<file path="config.mk">
export PLATFORM = sky130hd
export DESIGN_NAME = merg_ctrl
export DESIGN_NICKNAME = d
export VERILOG_FILES = /design/src/design/max_empty_rectangle_grid_unit_macros.svh /design/src/design/merg_pkg.sv /design/src/design/merg_ctrl.sv
export SDC_FILE = /design/constraint.sdc
export NUM_CORES = 1
export LEC_CHECK = 0
export BUFFER_PORTS_ARGS = -buffer_cell sky130_fd_sc_hd__clkbuf_2
export CORE_AREA = 2 2 39 41
export CTS_BUF_LIST = sky130_fd_sc_hd__clkbuf_8
export DETAILED_ROUTE_END_ITERATION = 8
export DIE_AREA = 0 0 41 43
export PLACE_DENSITY = 0.48
export SYNTH_ARGS = -nofsm -noshare
export SYNTH_HDL_FRONTEND = slang
export SYNTH_SLANG_ARGS = --single-unit
</file>
<file path="constraint.sdc">
create_clock -name clk -period 1.35 [get_ports clk]
set_input_delay 0.0675 -clock clk [delete_from_list [all_inputs] [get_ports clk]]
set_output_delay 0.0675 -clock clk [all_outputs]
set_load 0.1 [all_outputs]
</file>
<file path="src/design/max_empty_rectangle_grid_unit_macros.svh">
// Assertion macros for the grid unit RTL.
// Included by merg_dp, the module that carries concurrent checks.
`ifndef MAX_EMPTY_RECTANGLE_GRID_UNIT_MACROS_SVH
`define MAX_EMPTY_RECTANGLE_GRID_UNIT_MACROS_SVH
`ifndef SYNTHESIS
`define MERG_ASSERT(label, clk, rst, prop, msg) \
  label: assert property (@(posedge clk) disable iff (rst) prop) else $error(msg);
`define MERG_ASSERT_NR(label, clk, prop, msg) \
  label: assert property (@(posedge clk) prop) else $error(msg);
`else
`define MERG_ASSERT(label, clk, rst, prop, msg)
`define MERG_ASSERT_NR(label, clk, prop, msg)
`endif
`endif

</file>
<file path="src/design/merg_pkg.sv">
// Shared types and constants for the max empty rectangle grid unit.
// No dependencies.
package merg_pkg;
  localparam int MaxCols = 4096;
  localparam int MaxRows = 4096;
  localparam int ColW    = $clog2(MaxCols);
  localparam int RowW    = $clog2(MaxRows);
  localparam int ExtW    = 13;
  localparam int AreaW   = 25;
  localparam logic [AreaW-1:0] AreaMax = '1;

  localparam logic [1:0] REG_ROWS = 2'd0;
  localparam logic [1:0] REG_COLS = 2'd1;

  typedef struct packed {
    logic          clr_start;   // begin clearing sweep
    logic          fwd;         // accept and process one cell
    logic          bwd_start;   // start the right-to-left pass
    logic          bwd;         // one backward step
    logic          emit;        // load result register
  } merg_cmd_t;

  typedef struct packed {
    logic clr_done;
    logic row_end;    // accepted cell was last of its row
    logic grid_end;   // accepted cell lies in the grid's last row
    logic bwd_done;   // backward pass has drained
  } merg_sts_t;

  function automatic logic [ExtW-1:0] tighten(input logic [ExtW-1:0] ext,
                                               input logic [ExtW-1:0] run);
    if (ext == '0) return run;
    return (ext < run) ? ext : run;
  endfunction
endpackage

</file>
<file path="src/design/merg_ctrl.sv">
// Controller state machine of the grid unit.
// Depends on merg_pkg.
module merg_ctrl (
  input  logic                clk,
  input  logic                rst,
  input  logic                in_valid,
  output logic                in_ready,
  input  logic                out_busy,
  input  merg_pkg::merg_sts_t sts,
  output merg_pkg::merg_cmd_t cmd
);
  import merg_pkg::*;

  localparam logic [2:0] S_CLR  = 3'd0;
  localparam logic [2:0] S_FWD  = 3'd1;
  localparam logic [2:0] S_BWD  = 3'd2;
  localparam logic [2:0] S_EMIT = 3'd3;
  localparam logic [2:0] S_INIT = 3'd4;

  logic [2:0] state, state_next;
  logic       last_row;
  logic       last_row_next;

  always_comb begin
    state_next    = state;
    last_row_next = last_row;
    cmd           = '0;
    in_ready      = 1'b0;
    unique case (state)
      S_INIT: begin
        cmd.clr_start = 1'b1;
        state_next    = S_CLR;
      end
      S_CLR: begin
        if (sts.clr_done) state_next = S_FWD;
      end
      S_FWD: begin
        in_ready = 1'b1;
        if (in_valid) begin
          cmd.fwd = 1'b1;
          if (sts.row_end) begin
            cmd.bwd_start = 1'b1;
            last_row_next = sts.grid_end;
            state_next    = S_BWD;
          end
        end
      end
      S_BWD: begin
        cmd.bwd = 1'b1;
        if (sts.bwd_done) begin
          cmd.bwd = 1'b0;
          state_next = last_row ? S_EMIT : S_FWD;
        end
      end
      S_EMIT: begin
        if (!out_busy) begin
          cmd.emit      = 1'b1;
          cmd.clr_start = 1'b1;
          state_next    = S_CLR;
        end
      end
      default: state_next = S_INIT;
    endcase
  end

  always_ff @(posedge clk) begin
    if (rst) begin
      state    <= S_INIT;
      last_row <= 1'b0;
    end else begin
      state    <= state_next;
      last_row <= last_row_next;
    end
  end
endmodule

</file>
==> results of run 1 <==
[layout by cell type, fill, tap and decap left out, types with 2 or more instances in the layout]
| cell type | count |
|---|---|
| buf_4 | 8 |
| clkbuf_2 | 7 |
| buf_12 | 6 |
| nand2b_1 | 3 |
| clkbuf_8 | 3 |
| nor3b_4 | 2 |
| nor2_1 | 2 |
| nand3b_1 | 2 |
| mux2i_1 | 2 |
| dfxtp_4 | 2 |
[through the flow]
step / worst slack [ns] / hold slack, ns / cells / util (%)
finish: 0.0253 / 0.0744 / 70 / 43.6
global route: -0.0191 / 0.0810 / 70 / 43.6
CTS: 0.0228 / 0.0671 / 66 / 41.2
detailed placement: 0.127 / 0.294 / 62 / 36.9
global placement: 0.149 / 0.302 / 62 / 36.9
floorplan: -0.626 / 0.133 / 31 / -
[metal layers]
metal	vias to the layer above	GRT usage (%)	part of all wire (%)
li1	165	-	-
met3	2	1.57	3.9
met1	143	13.5	46
met5	-	0	0
met2	11	11.6	48
met4	0	8.00	2.0
[how the worst max path moves through the flow]
stage	end	slack [ns]	depth (start not counted)
2_1_floorplan	cmd[2]	-0.63	3
3_3_place_gp	cmd[4]	0.15	4
3_5_place_dp	cmd[4]	0.13	4
4_1_cts	cmd[2]	0.02	3
5_1_grt	cmd[2]	-0.02	3
6_report	cmd[1]	0.03	3
[registers in the layout, indices dropped and copies added, names as in the netlist]
signal    cells
state         3
last_row      1
[cell usage after synthesis]
master / instances
nor3b_1: 1
a32oi_1: 1
a211o_1: 1
mux2i_1: 2
nor2b_1: 1
and3_2: 1
a31oi_1: 1
a211oi_1: 1
nand3b_1: 2
nor2_1: 2
buf_6: 1
and2_2: 1
nor4b_1: 1
a21o_1: 1
nand4_1: 1
inv_1: 1
nor3b_4: 1
nand2b_1: 4
o21ai_0: 1
a31o_2: 1
a21oi_1: 1
dfxtp_1: 4
[logic make-up (layout without fill, tap and decap cells)]
group	count (synthesis)	in the layout	synth area share (%)
flip-flops	4	4	28.3
AO/OA/AOI/OAI	8	8	20.4
multiplexers	2	2	7.08
buffers and inverters	2	25	5.31
AND/OR/NAND/NOR	15	15	38.9
[worst max-delay path, stage by stage (launching register included)]
cell,delay [ns]
dfxtp_4,0.37
buf_4,0.16
nor4b_4,0.30
buf_12,0.21
[power by group through the flow]
stage / clock [mW] / sequential (mW) / combinational (mW)
after floorplan: 0 / 0.142 / 0.102
after CTS: 0.258 / 0.146 / 0.158
after detailed placement: 0 / 0.147 / 0.154
final: 0.250 / 0.141 / 0.177
after global routing: 0.267 / 0.142 / 0.186
after global placement: 0 / 0.148 / 0.155
[cell type report]
cell class | instances | share of cell area [%]
timing repair buffer | 21 | 35.7
clock buffer | 3 | 6.85
inverter | 1 | 0.622
multi-input combinational | 25 | 38.8
sequential | 4 | 14.7
tap | 16 | 3.32
[repair_timing]
item / 4_1_cts / 5_1_grt
resized for setup: 3 / 1
endpoints found under the hold margin: 0 / 0
pin swaps: 1 / 2
setup buffers: 1 / 4
setup endpoints to repair: 4 / 2
==> reports/metrics.yaml, run 1 <==
synthesis:
  synth_nets: 39
  seq_area_frac_synth_pct: 28.3
  synthCells: 31
  synth_seq_cells: 4
  synth_top_area_cell: "dfxtp_1"
  yosysWarnings: 0
  yosysUniqueCellTypes: 22
  syn_avg_cell_area_um2: 9.12
  synth_area_leaders: "dfxtp_1 28%, nand2b_1 8.8%, mux2i_1 7.1%"
  syn-cell-area_um2: 283
  synth_top_area_share_pct: 28.3
global_route:
  globalRoute.totalOverflow: 0
  grt_pass1_vias: 284
  antenna_found_initial: 0
  grtUsageTotal_pct: 9.44
  grt_pass1_wl_mm: 1.12
  grt_max_degree: 10
hold_path:
  holdCritPathClass: "input port to register"
  holdCritStartpoint: "rst"
  hold_path_end: "state[0]$_SDFFE_PP0P_"
  whs_path_depth: 2
power_and_ir_drop:
  power_mw: 0.568
  seqPwrFrac_pct: 24.8
  ir_drop_uv: 504
  pwr-share-clk_pct: 44.0
  power_switching_mw: 0.169
  internal_power_mw: 0.398
  p_comb_share_pct: 31.2
  p_per_area_nw_per_um2: 941
  swShare_pct: 29.8
  p_leak_nw: 0.248
sta:
  fin_crit_sh_pct: 98.1
  finalHoldViolations: 0
  fin_worst_skew_ns: 0.00251
  setup_violations: 0
  report.final.slew_viol_count: 0
  tightestPinTransition_ns: 0.259
  rsz0062_at_grt: "yes"
  final.setup.tns_ns: 0
  min_period_ns: 1.32
  relSlewSlack_pct: 82.6
  max_freq_ghz: 0.755
critical_path:
  worstReg2RegStart: "state[2]$_SDFFE_PP1P_"
  cp-startpoint: "state[2]$_SDFFE_PP1P_"
  critical_path_class: "register to output pin"
  r2r_cells: 5
  cp-end-kind: "output pin"
  crit_fanout: 7
  rr_endpoint: "last_row$_SDFFE_PP0P_"
  r2r_slack_ns: 0.18
  start_kind: "register"
  cp.required_ns: 1.28
  worstPathArrival_ns: 1.26
run_status:
  status: "completed"
die:
  die_width_um: 41
  rows: 14
  pin_count: 14
  fp.coreArea_um2: 1380
  die_h_um: 43
  dieArea_um2: 1760
  initial_core_util_pct: 20.4
routing:
  drt_iter0_markers: 1
  wl_per_cell_um: 11.0
  vias: 321
  drc: 0
  dr.pass1.iters: 2
  final_antenna_net_count: 0
  vias_per_cell: 4.59
  wl_um: 768
cts:
  cts_buffers: 3
  ctsHoldBuffers: 0
  clk_latency_ns: 0.22
  htreeDepth: 1
  clk_pin_slew_ns: 0.03
  cts.sinks: 4
  clockBufferDepth: 2
  clockRootBuffer: "clkbuf_8"
  cts_tree: "yes"
cells_and_area:
  diodes: 0
  syn2layout_area_growth_pct: 113
  final_cell_area_um2: 603
  fin_nets: 64
  nFillCells: 133
  drive_gt1_share_pct: 64.8
  multiInputGateArea_um2: 234
  seq_area_um2: 88.8
place:
  dp_hpwl_um: 503
  place.gp.congestion: 0.739
  port_buffers: 13
  place_area_um2: 510
job:
  drv_cap: 0
(Power assumes the default switching activity.)
==> run 2: changes to the inputs <==
SETUP_SLACK_MARGIN = 0.1   (was not set)
==> run 2 against run 1 <==
Against the previous run:
- total power grew 2.4%
- largest cell class unchanged
- die area unchanged
- clock power up 2%
- global-route usage rose by 0.99 points
- fmax up 0.53%
- critical path depth did not move
- cell count grew 1.4%
- clock skew about the same
- non-clock buffer count increased by 1
- clock-buffer cell count unchanged
- highest routed layer unchanged
- wire length grew 5.5%
==> reports/metrics.yaml, run 2 (same netlist as run 1, synthesis figures left out) <==
hold_path:
  hold_path_end: "state[0]$_SDFFE_PP0P_"
  whs_path_depth: 2  # unchanged
  holdCritPathClass: "input port to register"
  holdCritStartpoint: "rst"
cts:
  cts_tree: "yes"
  clockRootBuffer: "clkbuf_8"
  cts.sinks: 4  # unchanged
  htreeDepth: 1  # unchanged
  clk_pin_slew_ns: 0.03  # about the same
  ctsHoldBuffers: 0  # unchanged
  cts_buffers: 3  # unchanged
  clk_latency_ns: 0.22  # about the same
  clockBufferDepth: 2  # unchanged
cells_and_area:
  largestRegisters: "state: 3 flops, last_row: 1 flops"
  syn2layout_area_growth_pct: 119
  regMostFlops: "state"
  layout_common_cells: "7 x clkbuf_2, 7 x buf_4, 6 x buf_12"
  fin_cells: 71  # +1.4%
  diodes: 0  # unchanged
  largest_reg_flops: 3  # unchanged
  drive_gt1_share_pct: 65.5  # +0.64 points
  fin_nets: 65  # +1.6%
global_route:
  globalRoute.totalOverflow: 0  # unchanged
  grtUsageTotal_pct: 10.4  # +0.99 points
  top_usage_layer: "met2"
  grt_pass1_wl_mm: 1.24  # +10%
  grt_max_degree: 9  # -1
  grt_use_met3_pct: 1.57  # unchanged
  met1_usage_pct: 13.5  # -0.043 points
  grtUsageMet2_pct: 14.7  # +3.1 points
  antenna_found_initial: 0  # unchanged
  grt_pass1_vias: 314  # +11%
sta:
  report.final.slew_viol_count: 0  # unchanged
  min_period_ns: 1.32  # -0.00700 ns
  fin_worst_skew_ns: 0.00243  # -0.0000765 ns
  setup_violations: 0  # unchanged
  relSlewSlack_pct: 82.7  # about the same
  finalHoldViolations: 0  # unchanged
  max_freq_ghz: 0.759  # +0.53%
  rsz0062_at_grt: "yes"
  fin_ws_ns: 0.0323  # +0.00700 ns
  tightestPinTransition_ns: 0.258  # -0.000861 ns
  fin_crit_sh_pct: 97.6  # -0.52 points
power_and_ir_drop:
  p_comb_share_pct: 32.1  # +0.9 points
  power_mw: 0.581  # +2.4%
  internal_power_mw: 0.404  # +1.5%
  swShare_pct: 30.4  # +0.60 points
  pwr-share-clk_pct: 43.9  # about the same
  p_leak_nw: 0.256  # +2.8%
  power_switching_mw: 0.177  # +4.5%
  ir_drop_uv: 612  # +21%
  seqPwrFrac_pct: 24.0  # -0.8 points
  p_per_area_nw_per_um2: 937  # -0.50%
critical_path:
  r2r_slack_ns: 0.20  # +0.02 ns
  crit_fanout: 7  # unchanged
  r2r_cells: 4  # -1
  crit_chain: "buf_6 -> nor4b_4 -> buf_12"
  start_kind: "register"
  worstReg2RegStart: "state[1]$_SDFFE_PP0P_"
  cp-startpoint: "state[2]$_SDFFE_PP1P_"
  slowest_delay_ns: 0.37  # about the same
  cp.required_ns: 1.28  # about the same
  critPathSlowestCell: "dfxtp_4"
  worstPathArrival_ns: 1.25  # about the same
  cp-end-kind: "output pin"
  rr_endpoint: "state[1]$_SDFFE_PP0P_"
  critical_path_class: "register to output pin"
routing:
  drt_iter0_markers: 2  # +1
  dr.pass1.iters: 3  # +1
  wl_um: 810  # +5.5%
  wl_per_cell_um: 11.4  # +4.0%
  vias_per_cell: 4.61  # +0.43%
  final_antenna_net_count: 0  # unchanged
  drc: 0  # unchanged
  vias: 327  # +1.9%
place:
  placed_cells: 62  # unchanged
  port_buffers: 13  # unchanged
  place.gp.congestion: 0.739  # unchanged
  dp_hpwl_um: 503  # unchanged
  pre_cts_slack_ns: 0.127  # unchanged
die:
  pin_count: 14  # unchanged
  rows: 14  # unchanged
  dieArea_um2: 1760  # unchanged
  fp.coreArea_um2: 1380  # unchanged
  die_width_um: 41  # unchanged
  initial_core_util_pct: 20.4  # unchanged
  die_h_um: 43  # unchanged
job:
  drv_cap: 0  # unchanged
run_status:
  status: "completed"
==> run 2: worst max-delay path, delay by kind of cell, from the launching register on <==
family / cells / cell delay, ns
flip-flops: 1 / 0.37
buffers and inverters: 2 / 0.34
AND/OR/NAND/NOR: 1 / 0.31
==> run 2: worst max path at each step <==
stage             end  slack (ns)
2_1_floorplan  cmd[2]       -0.63
3_3_place_gp   cmd[4]        0.15
3_5_place_dp   cmd[4]        0.13
4_1_cts        cmd[2]        0.03
5_1_grt        cmd[2]       -0.02
6_report       cmd[1]        0.03
==> run 2: what timing repair did <==
item | 4_1_cts | 5_1_grt
pin swaps | 3 | 3
resized for setup | 5 | 2
endpoints found under the setup margin | 6 | 5
buffers inserted | 3 | 3
endpoints found under the hold margin | 0 | 0
==> run 2: power by group through the flow <==
| stage | registers, mW | clock network (mW) | logic [mW] |
|---|---|---|---|
| 4_1_cts | 0.142 | 0.258 | 0.167 |
| 2_1_floorplan | 0.142 | 0 | 0.102 |
| 3_3_place_gp | 0.148 | 0 | 0.155 |
| 3_5_place_dp | 0.147 | 0 | 0.154 |
| 5_1_grt | 0.141 | 0.270 | 0.196 |
| 6_report | 0.140 | 0.255 | 0.187 |
==> run 2: layer usage <==
metal / wire length, µm / part of all wire, % / vias up
li1: - / - / 168
met2: 422 / 52 / 11
met5: 0 / 0 / -
met3: 30 / 3.7 / 2
met4: 15 / 1.9 / 0
met1: 342 / 42 / 146
==> run 2: per-stage QoR <==
stage / cell area (µm²) / hold WS, ns / utilization [%] / TNS [ns]
after CTS: 591 / 0.0671 / 42.7 / 0
after global placement: 510 / 0.302 / 36.9 / 0
after global routing: 621 / 0.0704 / 44.8 / -0.0209
final: 621 / 0.0672 / 44.8 / 0
after detailed placement: 510 / 0.294 / 36.9 / 0
after floorplan: 324 / 0.133 / - / -2.53
==> run 2: final cells by class <==
type | instances | area, µm²
Fill cell | 135 | 763
Timing Repair Buffer | 22 | 230
Inverter | 1 | 3.75
Tap cell | 16 | 20.0
Clock buffer | 3 | 41.3
Sequential cell | 4 | 91.3
Multi-Input combinational cell | 25 | 234
==> run 3: changes to the inputs <==
--- a/config.mk
+++ b/config.mk
@@ -11,5 +11,5 @@
 export DETAILED_ROUTE_END_ITERATION = 8
 export DIE_AREA = 0 0 41 43
-export PLACE_DENSITY = 0.48
+export PLACE_DENSITY = 0.5
 export SETUP_SLACK_MARGIN = 0.1
 export SYNTH_ARGS = -nofsm -noshare
==> constraint.sdc (replaced) <==
create_clock -name clk -period 1.2 [get_ports clk]
set_input_delay 0.06 -clock clk [delete_from_list [all_inputs] [get_ports clk]]
set_output_delay 0.06 -clock clk [all_outputs]
set_load 0.01 [all_outputs]
==> run 3 against run 2 <==
Against the previous run:
- sequential power grew 11%
- non-clock buffer count shrank 4
- global-route usage shrank 0.71 points
- design area shrank 23%
- via count shrank 4.9%
- flip-flop and latch count is the same
- cell count shrank 5.6%
- critical path depth is the same
- combinational power shrank 49%
- highest routed layer is now met3
- largest power group unchanged
- core utilization shrank 10 points
==> reports/metrics.yaml, run 3 (same netlist as run 1, synthesis figures left out) <==
die:
  die_width_um: 41  # unchanged
  rows: 14  # unchanged
  dieArea_um2: 1760  # unchanged
  pin_count: 14  # unchanged
  fp.coreArea_um2: 1380  # unchanged
  initial_core_util_pct: 20.4  # unchanged
  die_h_um: 43  # unchanged
power_and_ir_drop:
  internal_power_mw: 0.408  # +0.96%
  p_leak_nw: 0.208  # -19%
  swShare_pct: 22.5  # -7.9 points
  power_switching_mw: 0.119  # -33%
  seqPwrFrac_pct: 29.4  # +5.4 points
  ir_drop_uv: 588  # -3.9%
  p_per_area_nw_per_um2: 1100  # +18%
  power_mw: 0.527  # -9.4%
  p_comb_share_pct: 18.1  # -14 points
  pwr-share-clk_pct: 52.5  # +8.6 points
place:
  pre_cts_slack_ns: -0.0129  # -0.140 ns
  dp_hpwl_um: 481  # -4.4%
  place.gp.congestion: 0.800  # +8.3%
  placed_cells: 59  # -4.8%
  port_buffers: 13  # unchanged
routing:
  vias_per_cell: 4.64  # +0.79%
  final_antenna_net_count: 0  # unchanged
  wl_um: 696  # -14%
  vias: 311  # -4.9%
  dr.pass1.iters: 2  # -1
  drt_iter0_markers: 2  # unchanged
  drc: 0  # unchanged
  wl_per_cell_um: 10.4  # -8.9%
cells_and_area:
  drive_gt1_share_pct: 64.7  # -0.75 points
  fin_nets: 61  # -6.2%
  syn2layout_area_growth_pct: 69.0
  seq_area_um2: 91.3  # unchanged
  mostFrequentLayoutCell: "clkbuf_2"
  largest_reg_flops: 3  # unchanged
  largestRegisters: "state: 3 flops, last_row: 1 flops"
  regMostFlops: "state"
  diodes: 0  # unchanged
  layout_common_cells: "8 x clkbuf_2, 5 x buf_4, 4 x buf_2"
  nFillCells: 152  # +13%
  multiInputGateArea_um2: 213  # -9.1%
  fin_cells: 67  # -5.6%
sta:
  fin_worst_skew_ns: 0.00325  # +0.000818 ns
  rsz0062_at_grt: "yes"
  relSlewSlack_pct: 85.2  # +2.5 points
  fin_crit_sh_pct: 95.7
  setup_violations: 0  # unchanged
  min_period_ns: 1.15
  fin_ws_ns: 0.0514  # +0.0192 ns
  max_freq_ghz: 0.871
  finalHoldViolations: 0  # unchanged
  report.final.slew_viol_count: 0  # unchanged
  tightestPinTransition_ns: 0.223  # -0.0359 ns
global_route:
  globalRoute.totalOverflow: 0  # unchanged
  antenna_found_initial: 0  # unchanged
  grt_max_degree: 9  # unchanged
  grt_pass1_wl_mm: 1.06  # -14%
  grtUsageTotal_pct: 9.72  # -0.71 points
  grt_pass1_vias: 269  # -14%
critical_path:
  cp.required_ns: 1.14  # -0.14 ns
  slowest_delay_ns: 0.36  # about the same
  worstPathArrival_ns: 1.09  # -0.16 ns
  crit_chain: "nor3b_4 -> and3_2 -> buf_6"
  start_kind: "register"
  r2r_cells: 4  # unchanged
  critical_path_class: "register to output pin"
  critical_path_depth: 3  # unchanged
  path_delay_family: "simple AND/OR/NAND/NOR gates"
  crit_buf_inv: 1  # -1
  critPathSlowestCell: "dfxtp_4"
  cp-end-kind: "output pin"
  crit_fanout: 6  # -1
cts:
  htreeDepth: 1  # unchanged
  cts.sinks: 4  # unchanged
  clockBufferDepth: 2  # unchanged
  clk_pin_slew_ns: 0.03  # about the same
  clk_latency_ns: 0.21  # about the same
  cts_buffers: 3  # unchanged
  cts_tree: "yes"
  clockRootBuffer: "clkbuf_8"
run_status:
  status: "completed"
hold_path:
  holdCritPathClass: "input port to register"
  whs_path_depth: 2  # unchanged
job:
  drv_cap: 0  # unchanged
[run 3: cell types whose count changed in the layout (fill, tap and decap cells not counted), sizes merged]
| cell | change |
|---|---|
| buf | -5 |
| clkbuf | +1 |
[run 3: final cells by class]
type	count	share of cell area, %
tap	16	4.19
inverter	1	0.785
sequential	4	19.1
multi-input combinational	25	44.5
timing repair buffer	18	22.8
clock buffer	3	8.64
[run 3: per-layer routing]
metal / track usage, % / wire length, µm / part of all wire (%)
met5: 0 / 0 / 0
met4: 2.00 / 0 / 0
met3: 9.42 / 58 / 8.3
met2: 14.7 / 352 / 51
met1: 9.27 / 286 / 41
[run 3: final timing paths]
| check | startpoint | slack [ns] | end |
|---|---|---|---|
| worst max-delay path | state[2]$_SDFFE_PP1P_ | 0.05 | cmd[2] |
| worst min-delay path | rst | 0.07 | last_row$_SDFFE_PP0P_ |
| worst max register to register | state[1]$_SDFFE_PP0P_ | 0.06 | state[1]$_SDFFE_PP0P_ |
| worst min register to register | last_row$_SDFFE_PP0P_ | 0.54 | last_row$_SDFFE_PP0P_ |
[run 3: metrics by stage]
stage	hold WS (ns)	cell area [µm²]	setup TNS [ns]	util, %
floorplan	0.129	288	0	-
global placement	0.291	362	0	26.1
detailed placement	0.286	362	-0.0129	26.1
CTS	0.0610	455	0	32.9
global route	0.0615	478	-0.0109	34.5
finish	0.0689	478	0	34.5
[run 3: what timing repair did]
action | CTS | global route
resized for setup | 7 | 9
endpoints found under the setup margin | 8 | 9
hold buffers | 0 | 0
pin swaps | 2 | 3
setup buffers | 4 | 1
[run 3: power by group through the flow]
stage	sequential, mW	clock, mW	combinational, mW
3_3_place_gp	0.161	0	0.0710
6_report	0.155	0.276	0.0953
4_1_cts	0.157	0.288	0.0851
3_5_place_dp	0.160	0	0.0705
5_1_grt	0.156	0.308	0.105
2_1_floorplan	0.154	0	0.0485
